### src/hdl/smie_pkg.sv
// package with types and opcodes of the stack machine execute block
`default_nettype none
package smie_pkg;
  localparam logic [17:0] OP_NOP   = 18'd0;
  localparam logic [17:0] OP_PUSH  = 18'd1;
  localparam logic [17:0] OP_POP   = 18'd2;
  localparam logic [17:0] OP_LIT64 = 18'd5;
  localparam logic [17:0] OP_LIT32 = 18'd6;
  localparam logic [17:0] OP_ADD   = 18'd16;
  localparam logic [17:0] OP_SUB   = 18'd17;
  localparam logic [17:0] OP_MUL   = 18'd18;
  localparam logic [17:0] OP_DIV   = 18'd19;
  localparam logic [17:0] OP_MOD   = 18'd20;
  localparam logic [17:0] OP_POW   = 18'd21;
  localparam logic [17:0] OP_LT    = 18'd128;
  localparam logic [17:0] OP_LE    = 18'd129;
  localparam logic [17:0] OP_EQ    = 18'd130;
  localparam logic [17:0] OP_GE    = 18'd131;
  localparam logic [17:0] OP_GT    = 18'd132;
  localparam logic [17:0] OP_JMP   = 18'd512;
  localparam logic [17:0] OP_JREL  = 18'd513;
  localparam logic [17:0] OP_JZ    = 18'd516;
  localparam logic [17:0] OP_JNZ   = 18'd517;
  localparam logic [17:0] OP_HALT  = 18'd65536;
  localparam logic [17:0] OP_PRINT = 18'd131072;

  typedef struct packed {
    logic               req_type;
    logic [17:0]        opcode;
    logic [15:0]        pc;
    logic signed [63:0] operand;
    logic signed [63:0] load_value;
  } smie_in_t;

  typedef struct packed {
    logic [15:0]        next_pc;
    logic               halted;
    logic               print_valid;
    logic signed [63:0] print_value;
    logic               stack_fault;
    logic               divide_fault;
  } smie_out_t;

  typedef enum logic [3:0] {
    ST_IDLE, ST_DECODE, ST_POP1, ST_POP2, ST_MEMRD, ST_EXEC, ST_ITER,
    ST_PUSH, ST_DONE
  } smie_state_e;

  typedef enum logic [2:0] {
    ALU_NONE, ALU_MUL, ALU_DIV, ALU_POW
  } smie_alu_e;

  // controller to datapath
  typedef struct packed {
    logic      capture;
    logic      load_mem;
    logic      pop_r;
    logic      pop_l;
    logic      mem_rd;
    logic      exec;
    logic      iter_start;
    logic      iter_step;
    logic      push;
    logic      finish;
  } smie_cmd_t;

  // datapath to controller
  typedef struct packed {
    logic       req_load;
    logic       halted;
    logic       fault;
    logic [1:0] pops;
    logic       pushes;
    logic       mem_read;
    logic       iterative;
    logic       iter_last;
  } smie_sts_t;

  function automatic logic [1:0] op_pops(input logic [17:0] op);
    unique case (op)
      OP_POP, OP_JZ, OP_JNZ, OP_PRINT: op_pops = 2'd1;
      OP_ADD, OP_SUB, OP_MUL, OP_DIV, OP_MOD, OP_POW,
      OP_LT, OP_LE, OP_EQ, OP_GE, OP_GT: op_pops = 2'd2;
      default: op_pops = 2'd0;
    endcase
  endfunction

  function automatic logic op_pushes(input logic [17:0] op);
    unique case (op)
      OP_PUSH, OP_LIT32, OP_LIT64, OP_ADD, OP_SUB, OP_MUL, OP_DIV, OP_MOD,
      OP_POW, OP_LT, OP_LE, OP_EQ, OP_GE, OP_GT: op_pushes = 1'b1;
      default: op_pushes = 1'b0;
    endcase
  endfunction
endpackage
`default_nettype wire

### src/hdl/smie_ctrl.sv
// sequencing state machine of the stack machine execute block
`default_nettype none
module smie_ctrl
  import smie_pkg::*;
(
  input  wire logic      clk_i,
  input  wire logic      rst_ni,
  input  wire logic      in_valid_i,
  output logic           in_stall_o,
  output logic           out_valid_o,
  input  wire logic      out_stall_i,
  input  wire smie_sts_t sts_i,
  output smie_cmd_t      cmd_o
);
  smie_state_e state_q, state_d;

  always_ff @(posedge clk_i or negedge rst_ni) begin
    if (!rst_ni) state_q <= ST_IDLE;
    else state_q <= state_d;
  end

  always_comb begin
    state_d = state_q;
    unique case (state_q)
      ST_IDLE: if (in_valid_i) state_d = ST_DECODE;
      ST_DECODE: begin
        if (sts_i.req_load || sts_i.halted || sts_i.fault) state_d = ST_DONE;
        else if (sts_i.pops != 2'd0) state_d = ST_POP1;
        else if (sts_i.mem_read) state_d = ST_MEMRD;
        else state_d = ST_EXEC;
      end
      ST_POP1: state_d = (sts_i.pops == 2'd2) ? ST_POP2 : ST_EXEC;
      ST_POP2: state_d = ST_EXEC;
      ST_MEMRD: state_d = ST_EXEC;
      ST_EXEC: begin
        if (sts_i.iterative) state_d = ST_ITER;
        else if (sts_i.pushes) state_d = ST_PUSH;
        else state_d = ST_DONE;
      end
      ST_ITER: if (sts_i.iter_last) state_d = ST_PUSH;
      ST_PUSH: state_d = ST_DONE;
      ST_DONE: if (!out_stall_i) state_d = ST_IDLE;
      default: state_d = ST_IDLE;
    endcase
  end

  always_comb begin
    cmd_o = '0;
    in_stall_o = 1'b1;
    out_valid_o = 1'b0;
    unique case (state_q)
      ST_IDLE: begin
        in_stall_o = 1'b0;
        cmd_o.capture = in_valid_i;
      end
      ST_DECODE: begin
        cmd_o.load_mem = sts_i.req_load;
        cmd_o.finish = sts_i.req_load || sts_i.halted || sts_i.fault;
        cmd_o.mem_rd = sts_i.mem_read;
      end
      ST_POP1: cmd_o.pop_r = 1'b1;
      ST_POP2: cmd_o.pop_l = 1'b1;
      ST_MEMRD: cmd_o.mem_rd = 1'b1;
      ST_EXEC: begin
        cmd_o.exec = 1'b1;
        cmd_o.iter_start = sts_i.iterative;
      end
      ST_ITER: cmd_o.iter_step = 1'b1;
      ST_PUSH: cmd_o.push = 1'b1;
      ST_DONE: out_valid_o = 1'b1;
      default: ;
    endcase
  end
endmodule
`default_nettype wire

### config.mk
export PLATFORM = sky130hd
export DESIGN_NAME = smie_ctrl
export DESIGN_NICKNAME = d
export VERILOG_FILES = /design/src/hdl/smie_pkg.sv /design/src/hdl/smie_ctrl.sv
export SDC_FILE = /design/constraint.sdc
export NUM_CORES = 1
export LEC_CHECK = 0
export ABC_AREA = 1
export ABC_CLOCK_PERIOD_IN_PS = 1600
export BUFFER_PORTS_ARGS = -buffer_cell sky130_fd_sc_hd__clkbuf_2
export CAP_MARGIN = 15
export CORE_AREA = 2 2 39 41
export CTS_BUF_LIST = sky130_fd_sc_hd__clkbuf_4 sky130_fd_sc_hd__clkbuf_8
export DETAILED_ROUTE_END_ITERATION = 8
export DIE_AREA = 0 0 41 43
export PLACE_DENSITY = 0.61
export SLEW_MARGIN = 30
export SYNTH_ARGS = -nofsm -noshare
export SYNTH_HDL_FRONTEND = slang
export SYNTH_SLANG_ARGS = --single-unit
### constraint.sdc
create_clock -name clk_i -period 1.6 [get_ports clk_i]
set_clock_uncertainty 0.15 [all_clocks]
set_input_delay 0.24 -clock clk_i [delete_from_list [all_inputs] [get_ports clk_i]]
set_output_delay 0.24 -clock clk_i [all_outputs]
set_load 0.01 [all_outputs]
==> results of run 1 <==
[metrics by stage]
step           TNS (ns)  area (µm²)  hold slack (ns)  instances
2_1_floorplan         0       382.9          -0.2056         66
3_3_place_gp          0       523.0          -0.1034        106
3_5_place_dp          0       523.0          -0.1017        106
4_1_cts        -0.02645       578.1           0.1757        112
5_1_grt         -0.4025       650.6           0.1945        115
6_report       -0.03641       650.6           0.1868        115
[layout make-up]
cell class | count | area, µm² | share of cell area
clock buffers | 3 | 22.52 | 0.03462
well taps | 16 | 20.02 | 0.03077
multi-input cells | 49 | 274.0 | 0.4212
inverters | 13 | 48.80 | 0.07500
flip-flops and latches | 4 | 105.1 | 0.1615
repair buffers | 30 | 180.2 | 0.2769
[cell usage after synthesis]
cell type	count	area (µm²)
o2111ai_1	1	8.760
and2_1	1	6.260
nand2_1	17	63.81
nor3_1	2	10.01
o211ai_1	1	7.510
dfrtp_1	4	100.1
nand3b_1	1	7.510
nor2_4	2	22.52
nand2_2	1	6.260
nand4_1	1	6.260
nor4_1	1	6.260
nand3_1	6	30.03
o21ai_0	1	5.000
inv_1	13	48.80
nor2_1	13	48.80
a21oi_1	1	5.000
[routing by layer]
metal	wire (µm)	global-route usage	share of wire	vias to the layer above
li1	-	-	-	275
met1	468	0.1797	0.40	230
met2	616	0.2281	0.52	25
met3	79	0.02094	0.067	4
met4	19	0.08000	0.016	0
met5	0	0	0	-
[logic make-up after synthesis]
kind of cell | Yosys count | synth area share
buf+inv | 13 | 0.1275
flops | 4 | 0.2614
simple gates | 45 | 0.5425
compound gates | 4 | 0.06861
[power breakdown]
group	switching, mW	internal (mW)	total [mW]
Clock	0.0416	0.0839	0.125
Sequential	0.0809	0.148	0.229
Combinational	0.385	0.312	0.697
Total	0.508	0.544	1.05
[path summary, 6_finish.rpt]
check                                 from         end  slack (ns)  depth (start not counted)
worst min register to register  state_q[3]  state_q[1]        0.57                          3
max in group asynchronous           rst_ni  state_q[0]        0.97                          2
worst min-delay path              sts_i[5]  state_q[2]        0.19                          4
min in group asynchronous           rst_ni  state_q[2]        0.20                          2
worst max-delay path            state_q[1]    cmd_o[8]       -0.02                          5
worst max register to register  state_q[1]  state_q[0]        0.07                          9
[worst max-delay path: stages (launching register included)]
cell      delay, ns
dfrtp_2        0.44
inv_2          0.09
nand2_4        0.06
nor2_4         0.14
and2_1         0.13
clkbuf_2       0.12
[what timing repair did]
action | CTS | global route
setup buffers | 2 | 3
setup endpoints to repair | 6 | 8
pin swaps | 2 | 2
endpoints found under the hold margin | 4 | 0
hold buffers | 1 | 0
gates resized for setup | 5 | 20
==> reports/results.tsv, run 1 <==
stage	metric	value	unit
outcome	outcome	finished, violations left	
outcome	violations	negative setup slack	
hold_path	hp-class	input port to register	
power	powerDensity	1616	nW/µm²
critical_path	end_kind	output port	
drt	wire_per_inst	10.29	µm
timing	final_max_slew_viol_count	0	
drt	drc	0	
critical_path	crit_fanout	5	
final_layout	area_growth	69.93	%
timing	fin_crit	1.624	ns
cts	cts_buffers	3	
timing	max_slew_margin	0.7994	
final_layout	mostFrequentLayoutCells	21 x clkbuf_2, 13 x nand2_1, 9 x inv_1, 9 x nor2_1, 6 x nand3_1	
yosys	syn_inst	66	
cts	cts-htree-levels	1	
yosys	ys_warn_count	0	
yosys	synth_cell_types	16	
power	leakage	0.3830	nW
cts	clkLatencyLatePin	0.24	ns
critical_path	worst_ep_required_time	1.21	ns
yosys	syn_avg_cell_area	5.801	µm²
timing	tightest_slew	0.2985	ns
yosys	ys_seq_area_frac	0.2614	
global_routing	grt_overflow_total	0	
timing	fin_crit_sh	1.015	
timing	finalWorstSetupSlack	-0.02374	ns
timing	rsz0062_at_grt	yes	
final_layout	fin_util	0.4702	
final_layout	layout_commonest_cell	clkbuf_2	
final_layout	antenna_cells	0	
final_layout	fill_cells	152	
final_layout	reg_top3	state_q: 4 flops	
cts	clock_path_buffers	2	
power	peakVddDrop	0.0007267	V
cts	cts_sinks	4	
drt	final_antenna_net_count	0	
drt	vias_per_cell	4.643	
placement	place_ws	0.1752	ns
cts	clk_pin_slew	0.04	ns
placement	place.gp.congestion	0.7323	
floorplanning	ios	25	
drt	drt-pass1-iter-count	4	
critical_path	start_kind	register	
final_layout	largest-register	state_q	
timing	hold_viol_final	0	
power	p_total	1.052	mW
yosys	syn_area	382.9	µm²
cts	ctsRootBufferMaster	clkbuf_4	
drt	drt_iter0_drc	11	
timing	fmax	615.9	MHz
final_layout	drive_gt1_frac	0.5253	
drt	drt-total-wl	1183	µm
global_routing	grt_pass1_wl	1745	µm
timing	setup_viol	2	
cts	cts_tree	done	
placement	portBuffers	24	
final_layout	nets	114	
yosys	synth_fp_nets	79	
drt	vias	534	
global_routing	track_usage	0.1453	
placement	hpwl	868.9	µm
run	drv_cap	0	
global_routing	grt_max_degree	7	
floorplanning	coreArea	1384	µm²
floorplanning	rows	14	
floorplanning	die_x	41	µm
final_layout	largest_register_ff_count	4	
critical_path	crit_type	register to output port	
critical_path	crit_arrival	1.23	ns
yosys	ys_ff_latch	4	
floorplanning	start_util	0.2767	
floorplanning	die_h	43	µm
global_routing	antenna_found_initial	0	
floorplanning	dieArea	1763	µm²
global_routing	grt_pass1_vias	477	
Note: power is estimated with default switching activity, not from simulation.
==> run 2: changes to the inputs <==
--- a/config.mk
+++ b/config.mk
@@ -6,7 +6,7 @@
 export NUM_CORES = 1
 export LEC_CHECK = 0
 export ABC_AREA = 1
-export ABC_CLOCK_PERIOD_IN_PS = 1600
+export ABC_CLOCK_PERIOD_IN_PS = 1900
 export BUFFER_PORTS_ARGS = -buffer_cell sky130_fd_sc_hd__clkbuf_2
 export CAP_MARGIN = 15
 export CORE_AREA = 2 2 39 41
==> constraint.sdc (replaced) <==
create_clock -name clk_i -period 1.9 [get_ports clk_i]
set_clock_uncertainty 0.15 [all_clocks]
set_input_delay 0.285 -clock clk_i [delete_from_list [all_inputs] [get_ports clk_i]]
set_output_delay 0.285 -clock clk_i [all_outputs]
set_load 0.01 [all_outputs]
==> run 2 against run 1 <==
The run now ends clean. Flip-flop and latch count unchanged. Count of clock-buffer cells in the layout unchanged. Sequential power decreased by 32%. Die area unchanged. Design area decreased by 15%. Total power decreased by 34%. Via count decreased by 8.8%. Core utilization decreased by 6.9 points. Worst hold slack improved by 0.031 ns. Critical path type unchanged. Wire length decreased by 15%.
==> reports/results.tsv, run 2 (synthesis gave the netlist of run 1 again) <==
stage	metric	value	unit
cts	cts_hold_buf	1	
timing	tightest_slew	0.2976	ns
cts	cts_tree	done	
placement	post-place-cells	106	
cts	post_cts_resize_count	0	
critical_path	timing.rr.end	state_q[0]	
final_layout	antenna_cells	0	
timing	fmax	588.4	MHz
placement	hpwl	868.9	µm
cts	clkLatencyLatePin	0.23	ns
drt	final_antenna_net_count	0	
global_routing	grt_pass1_vias	445	
timing	fin_setup_tns	0	ns
power	leakage	0.3565	nW
floorplanning	coreArea	1384	µm²
global_routing	antenna_found_initial	0	
drt	drt_iter0_drc	2	
timing	max_slew_margin	0.8000	
global_routing	track_usage	0.1352	
cts	clock_path_buffers	2	
drt	drt-total-wl	1001	µm
power	powerDensity	1242	nW/µm²
timing	final_max_slew_viol_count	0	
placement	place_ws	0.4302	ns
final_layout	layout_commonest_cell	clkbuf_2	
critical_path	critPathBufInv	1	
critical_path	crit_arrival	1.26	ns
power	peakVddDrop	0.0005414	V
critical_path	cp.depth	4	
critical_path	crit_path_start	state_q[0]	
critical_path	crit_type	register to output port	
timing	fin_crit	1.700	ns
cts	cts_buffers	3	
final_layout	fin_util	0.4014	
cts	postCtsSetupRepairBufs	0	
drt	vias	487	
floorplanning	die_h	43	µm
global_routing	grt_max_degree	7	
cts	cts-htree-levels	1	
global_routing	grt_pass1_wl	1621	µm
critical_path	r2r_setup_slack	0.54	ns
critical_path	start_kind	register	
placement	portBuffers	24	
timing	setup_viol	0	
final_layout	area_growth	45.10	%
timing	whs	0.2177	ns
critical_path	endpoint	cmd_o[9]	
floorplanning	die_x	41	µm
floorplanning	start_util	0.2767	
final_layout	mostFrequentLayoutCells	24 x clkbuf_2, 17 x nand2_1, 13 x inv_1, 13 x nor2_1, 6 x nand3_1	
critical_path	reg2reg_from	state_q[1]	
drt	vias_per_cell	4.427	
final_layout	fill_cells	163	
critical_path	cp_top_family	simple AND/OR/NAND/NOR gates	
critical_path	cp_common_cell	nor2_1	
cts	cts_sinks	4	
critical_path	worst_ep_required_time	1.46	ns
critical_path	slowest_stage	dfrtp_1	
critical_path	reg2regPathDepth	7	
critical_path	slowest_delay	0.43	ns
timing	rsz0062_at_grt	no	
final_layout	reg_top3	state_q: 4 flops	
final_layout	drive_gt1_frac	0.3191	
hold_path	hp-class	input port to register	
final_layout	nets	109	
cts	clk_pin_slew	0.03	ns
timing	finalWorstSetupSlack	0.2004	ns
drt	wire_per_inst	9.100	µm
cts	ctsRootBufferMaster	clkbuf_4	
global_routing	grt_overflow_total	0	
drt	drc	0	
floorplanning	ios	25	
final_layout	largest-register	state_q	
floorplanning	rows	14	
run	drv_cap	0	
final_layout	largest_register_ff_count	4	
floorplanning	dieArea	1763	µm²
timing	hold_viol_final	0	
placement	place.gp.congestion	0.7323	
timing	fin_crit_sh	0.8945	
outcome	outcome	complete, no violations	
final_layout	fin_cells	110	
drt	drt-pass1-iter-count	4	
critical_path	end_kind	output port	
critical_path	path_cells	nor2_1, nand2_1, nor2_1, clkbuf_2	
critical_path	crit_fanout	6	
[run 2: changes by cell type in the layout (fill, tap and decap cells not counted), moves of 3 or more]
cell	before	now
dfrtp_2	4	0
nor2_1	9	13
clkbuf_2	21	24
dfrtp_1	0	4
buf_4	5	0
inv_2	4	0
nand2_2	4	1
inv_1	9	13
nand2_1	13	17
[run 2: metal layers]
layer | share of wire | GRT usage | vias up | wire length, µm
met5 | 0 | 0 | - | 0
met4 | 0 | 0.08000 | 0 | 0
met3 | 0.064 | 0.02094 | 0 | 64
met2 | 0.48 | 0.2000 | 19 | 480
met1 | 0.45 | 0.1765 | 205 | 455
li1 | - | - | 263 | -
[run 2: worst min-delay path by stage]
| stage | endpoint | cells past startpoint | start |
|---|---|---|---|
| floorplan | state_q[0] | 0 | rst_ni |
| global placement | state_q[3] | 1 | rst_ni |
| detailed placement | state_q[3] | 1 | rst_ni |
| CTS | state_q[0] | 3 | sts_i[0] |
| global route | state_q[0] | 3 | sts_i[0] |
| finish | state_q[0] | 3 | sts_i[0] |
[run 2: power breakdown]
| part | switching (mW) | internal [mW] | total, mW |
|---|---|---|---|
| Sequential | 0.0379 | 0.118 | 0.156 |
| Clock | 0.0336 | 0.0706 | 0.104 |
| Combinational | 0.273 | 0.157 | 0.430 |
| Total | 0.345 | 0.346 | 0.690 |
[run 2: worst min-delay path, stage by stage]
cell,delay [ns]
clkbuf_2,0.07
o211ai_1,0.09
nor2_1,0.11
[run 2: metrics by stage]
step           cell area [µm²]  power, mW
2_1_floorplan            382.9     0.4464
3_3_place_gp             523.0     0.5873
3_5_place_dp             523.0     0.5922
4_1_cts                  555.5     0.7016
5_1_grt                  555.5     0.7614
6_report                 555.5     0.6902
[run 2: cell type report]
class / count / area, µm² / area share
sequential: 4 / 100.1 / 0.1802
clock buffer: 3 / 22.52 / 0.04054
multi-input combinational: 49 / 234.0 / 0.4212
inverter: 13 / 48.80 / 0.08784
tap: 16 / 20.02 / 0.03604
timing repair buffer: 25 / 130.1 / 0.2342
==> run 3: changes to the inputs <==
--- a/config.mk
+++ b/config.mk
@@ -13,7 +13,7 @@
 export CTS_BUF_LIST = sky130_fd_sc_hd__clkbuf_4 sky130_fd_sc_hd__clkbuf_8
 export DETAILED_ROUTE_END_ITERATION = 8
 export DIE_AREA = 0 0 41 43
-export PLACE_DENSITY = 0.61
+export PLACE_DENSITY = 0.55
 export SLEW_MARGIN = 30
 export SYNTH_ARGS = -nofsm -noshare
 export SYNTH_HDL_FRONTEND = slang
==> run 3 against run 2 <==
Total power is 1.3% lower. Sequential power hardly changed. Non-clock buffer count stayed put. Worst hold slack worse by 0.018 ns. Clock power hardly changed. Via count is 0.41% lower. Final cell count stayed put. Largest cell class unchanged.
==> reports/results.tsv, run 3 (synthesis gave the netlist of run 1 again) <==
stage	metric	value	unit
critical_path	path_cells	inv_1, nand2_2, nor2_4, and2_1, clkbuf_2	
critical_path	worst_ep_required_time	1.46	ns
critical_path	crit_arrival	1.26	ns
timing	final_max_slew_viol_count	0	
floorplanning	ios	25	
floorplanning	die_x	41	µm
global_routing	grt_overflow_total	0	
critical_path	cp.depth	5	
critical_path	crit_path_start	state_q[1]	
run	drv_cap	0	
cts	post_cts_resize_count	0	
cts	clock_path_buffers	2	
power	powerDensity	1226	nW/µm²
critical_path	end_kind	output port	
critical_path	cp_top_family	flip-flops	
final_layout	drive_gt1_frac	0.3191	
global_routing	grt_pass1_wl	1531	µm
drt	vias_per_cell	4.409	
drt	drt-pass1-iter-count	4	
critical_path	start_kind	register	
floorplanning	coreArea	1384	µm²
timing	max_slew_margin	0.7971	
cts	cts_tree	done	
final_layout	layout_commonest_cell	clkbuf_2	
final_layout	area_growth	45.10	%
floorplanning	rows	14	
placement	hpwl	867.1	µm
drt	drc	0	
drt	final_antenna_net_count	0	
placement	portBuffers	24	
floorplanning	start_util	0.2767	
cts	cts_sinks	4	
cts	postCtsSetupRepairBufs	0	
timing	fin_setup_tns	0	ns
global_routing	grt_pass1_vias	424	
cts	cts-htree-levels	1	
timing	tightest_slew	0.3021	ns
final_layout	antenna_cells	0	
final_layout	nets	109	
global_routing	antenna_found_initial	0	
placement	place.gp.congestion	0.7303	
timing	fmax	589.7	MHz
drt	drt_iter0_drc	5	
critical_path	endpoint	cmd_o[8]	
timing	setup_viol	0	
cts	clk_pin_slew	0.04	ns
floorplanning	dieArea	1763	µm²
critical_path	crit_type	register to output port	
timing	rsz0062_at_grt	no	
drt	drt-total-wl	961	µm
final_layout	finalInstanceArea	555.5	µm²
cts	ctsRootBufferMaster	clkbuf_4	
placement	place_area	523.0	µm²
cts	clkLatencyLatePin	0.23	ns
outcome	outcome	complete, no violations	
global_routing	grt_max_degree	7	
timing	hold_viol_final	0	
critical_path	r2r_setup_slack	0.55	ns
critical_path	slowest_stage	dfrtp_1	
power	peakVddDrop	0.0006607	V
final_layout	largest-register	state_q	
final_layout	mostFrequentLayoutCells	24 x clkbuf_2, 17 x nand2_1, 13 x inv_1, 13 x nor2_1, 6 x nand3_1	
hold_path	hp-class	input port to register	
drt	wire_per_inst	8.736	µm
critical_path	reg2regPathDepth	7	
cts	cts_buffers	3	
final_layout	fin_cells	110	
critical_path	critPathBufInv	2	
timing	fin_crit_sh	0.8926	
critical_path	slowest_delay	0.41	ns
placement	post-place-cells	106	
critical_path	reg2reg_from	state_q[1]	
final_layout	reg_top3	state_q: 4 flops	
final_layout	largest_register_ff_count	4	
timing	fin_crit	1.696	ns
critical_path	timing.rr.end	state_q[0]	
critical_path	crit_fanout	5	
power	leakage	0.3565	nW
drt	vias	485	
floorplanning	die_h	43	µm
global_routing	track_usage	0.1300	
==> run 3: per-stage QoR <==
stage / power (mW) / hold slack, ns / setup WS, ns / utilization
detailed placement: 0.5855 / -0.05384 / 0.4436 / 0.3779
floorplan: 0.4464 / -0.1606 / 0.5151 / -
global route: 0.7571 / 0.2270 / 0.09177 / 0.4014
CTS: 0.6942 / 0.2013 / 0.1929 / 0.4014
finish: 0.6812 / 0.1997 / 0.2042 / 0.4014
global placement: 0.5844 / -0.05760 / 0.4456 / 0.3779
==> run 3: where the power goes <==
| part | internal [mW] | switching [mW] | leakage [nW] |
|---|---|---|---|
| Clock | 0.0704 | 0.0317 | 0.0138 |
| Sequential | 0.118 | 0.0376 | 0.0527 |
| Combinational | 0.157 | 0.266 | 0.290 |
| Total | 0.346 | 0.336 | 0.357 |
==> run 3: worst min path at each step <==
stage,start,end,slack (ns),cells after the start
2_1_floorplan,rst_ni,state_q[0],-0.16,0
3_3_place_gp,rst_ni,state_q[3],-0.06,1
3_5_place_dp,rst_ni,state_q[3],-0.05,1
4_1_cts,sts_i[2],state_q[0],0.20,4
5_1_grt,sts_i[2],state_q[0],0.23,4
6_report,sts_i[2],state_q[0],0.20,4
==> run 3: layout make-up <==
type	count	area, µm²
timing repair buffer	25	130.1
fill	168	828.3
inverter	13	48.80
multi-input combinational	49	234.0
tap	16	20.02
clock buffer	3	22.52
sequential	4	100.1
==> run 3: worst reg2reg max path, stage by stage, from the launching register on <==
cell     delay [ns]
dfrtp_1        0.41
inv_1          0.10
nand2_2        0.10
nor2_4         0.16
nand3_1        0.11
nor2_1         0.11
nor2_1         0.05
nor2_1         0.08
==> run 3: routing by layer <==
| layer | share of wire | GRT usage | wire length, µm |
|---|---|---|---|
| met2 | 0.51 | 0.2125 | 486 |
| met4 | 0 | 0.06000 | 0 |
| met5 | 0 | 0 | 0 |
| met1 | 0.43 | 0.1401 | 417 |
| met3 | 0.060 | 0.04712 | 58 |
==> run 3: timing repair <==
action | in CTS | in global routing
hold buffers | 1 | 0
endpoints found under the hold margin | 4 | 0
endpoints found under the setup margin | 0 | 0
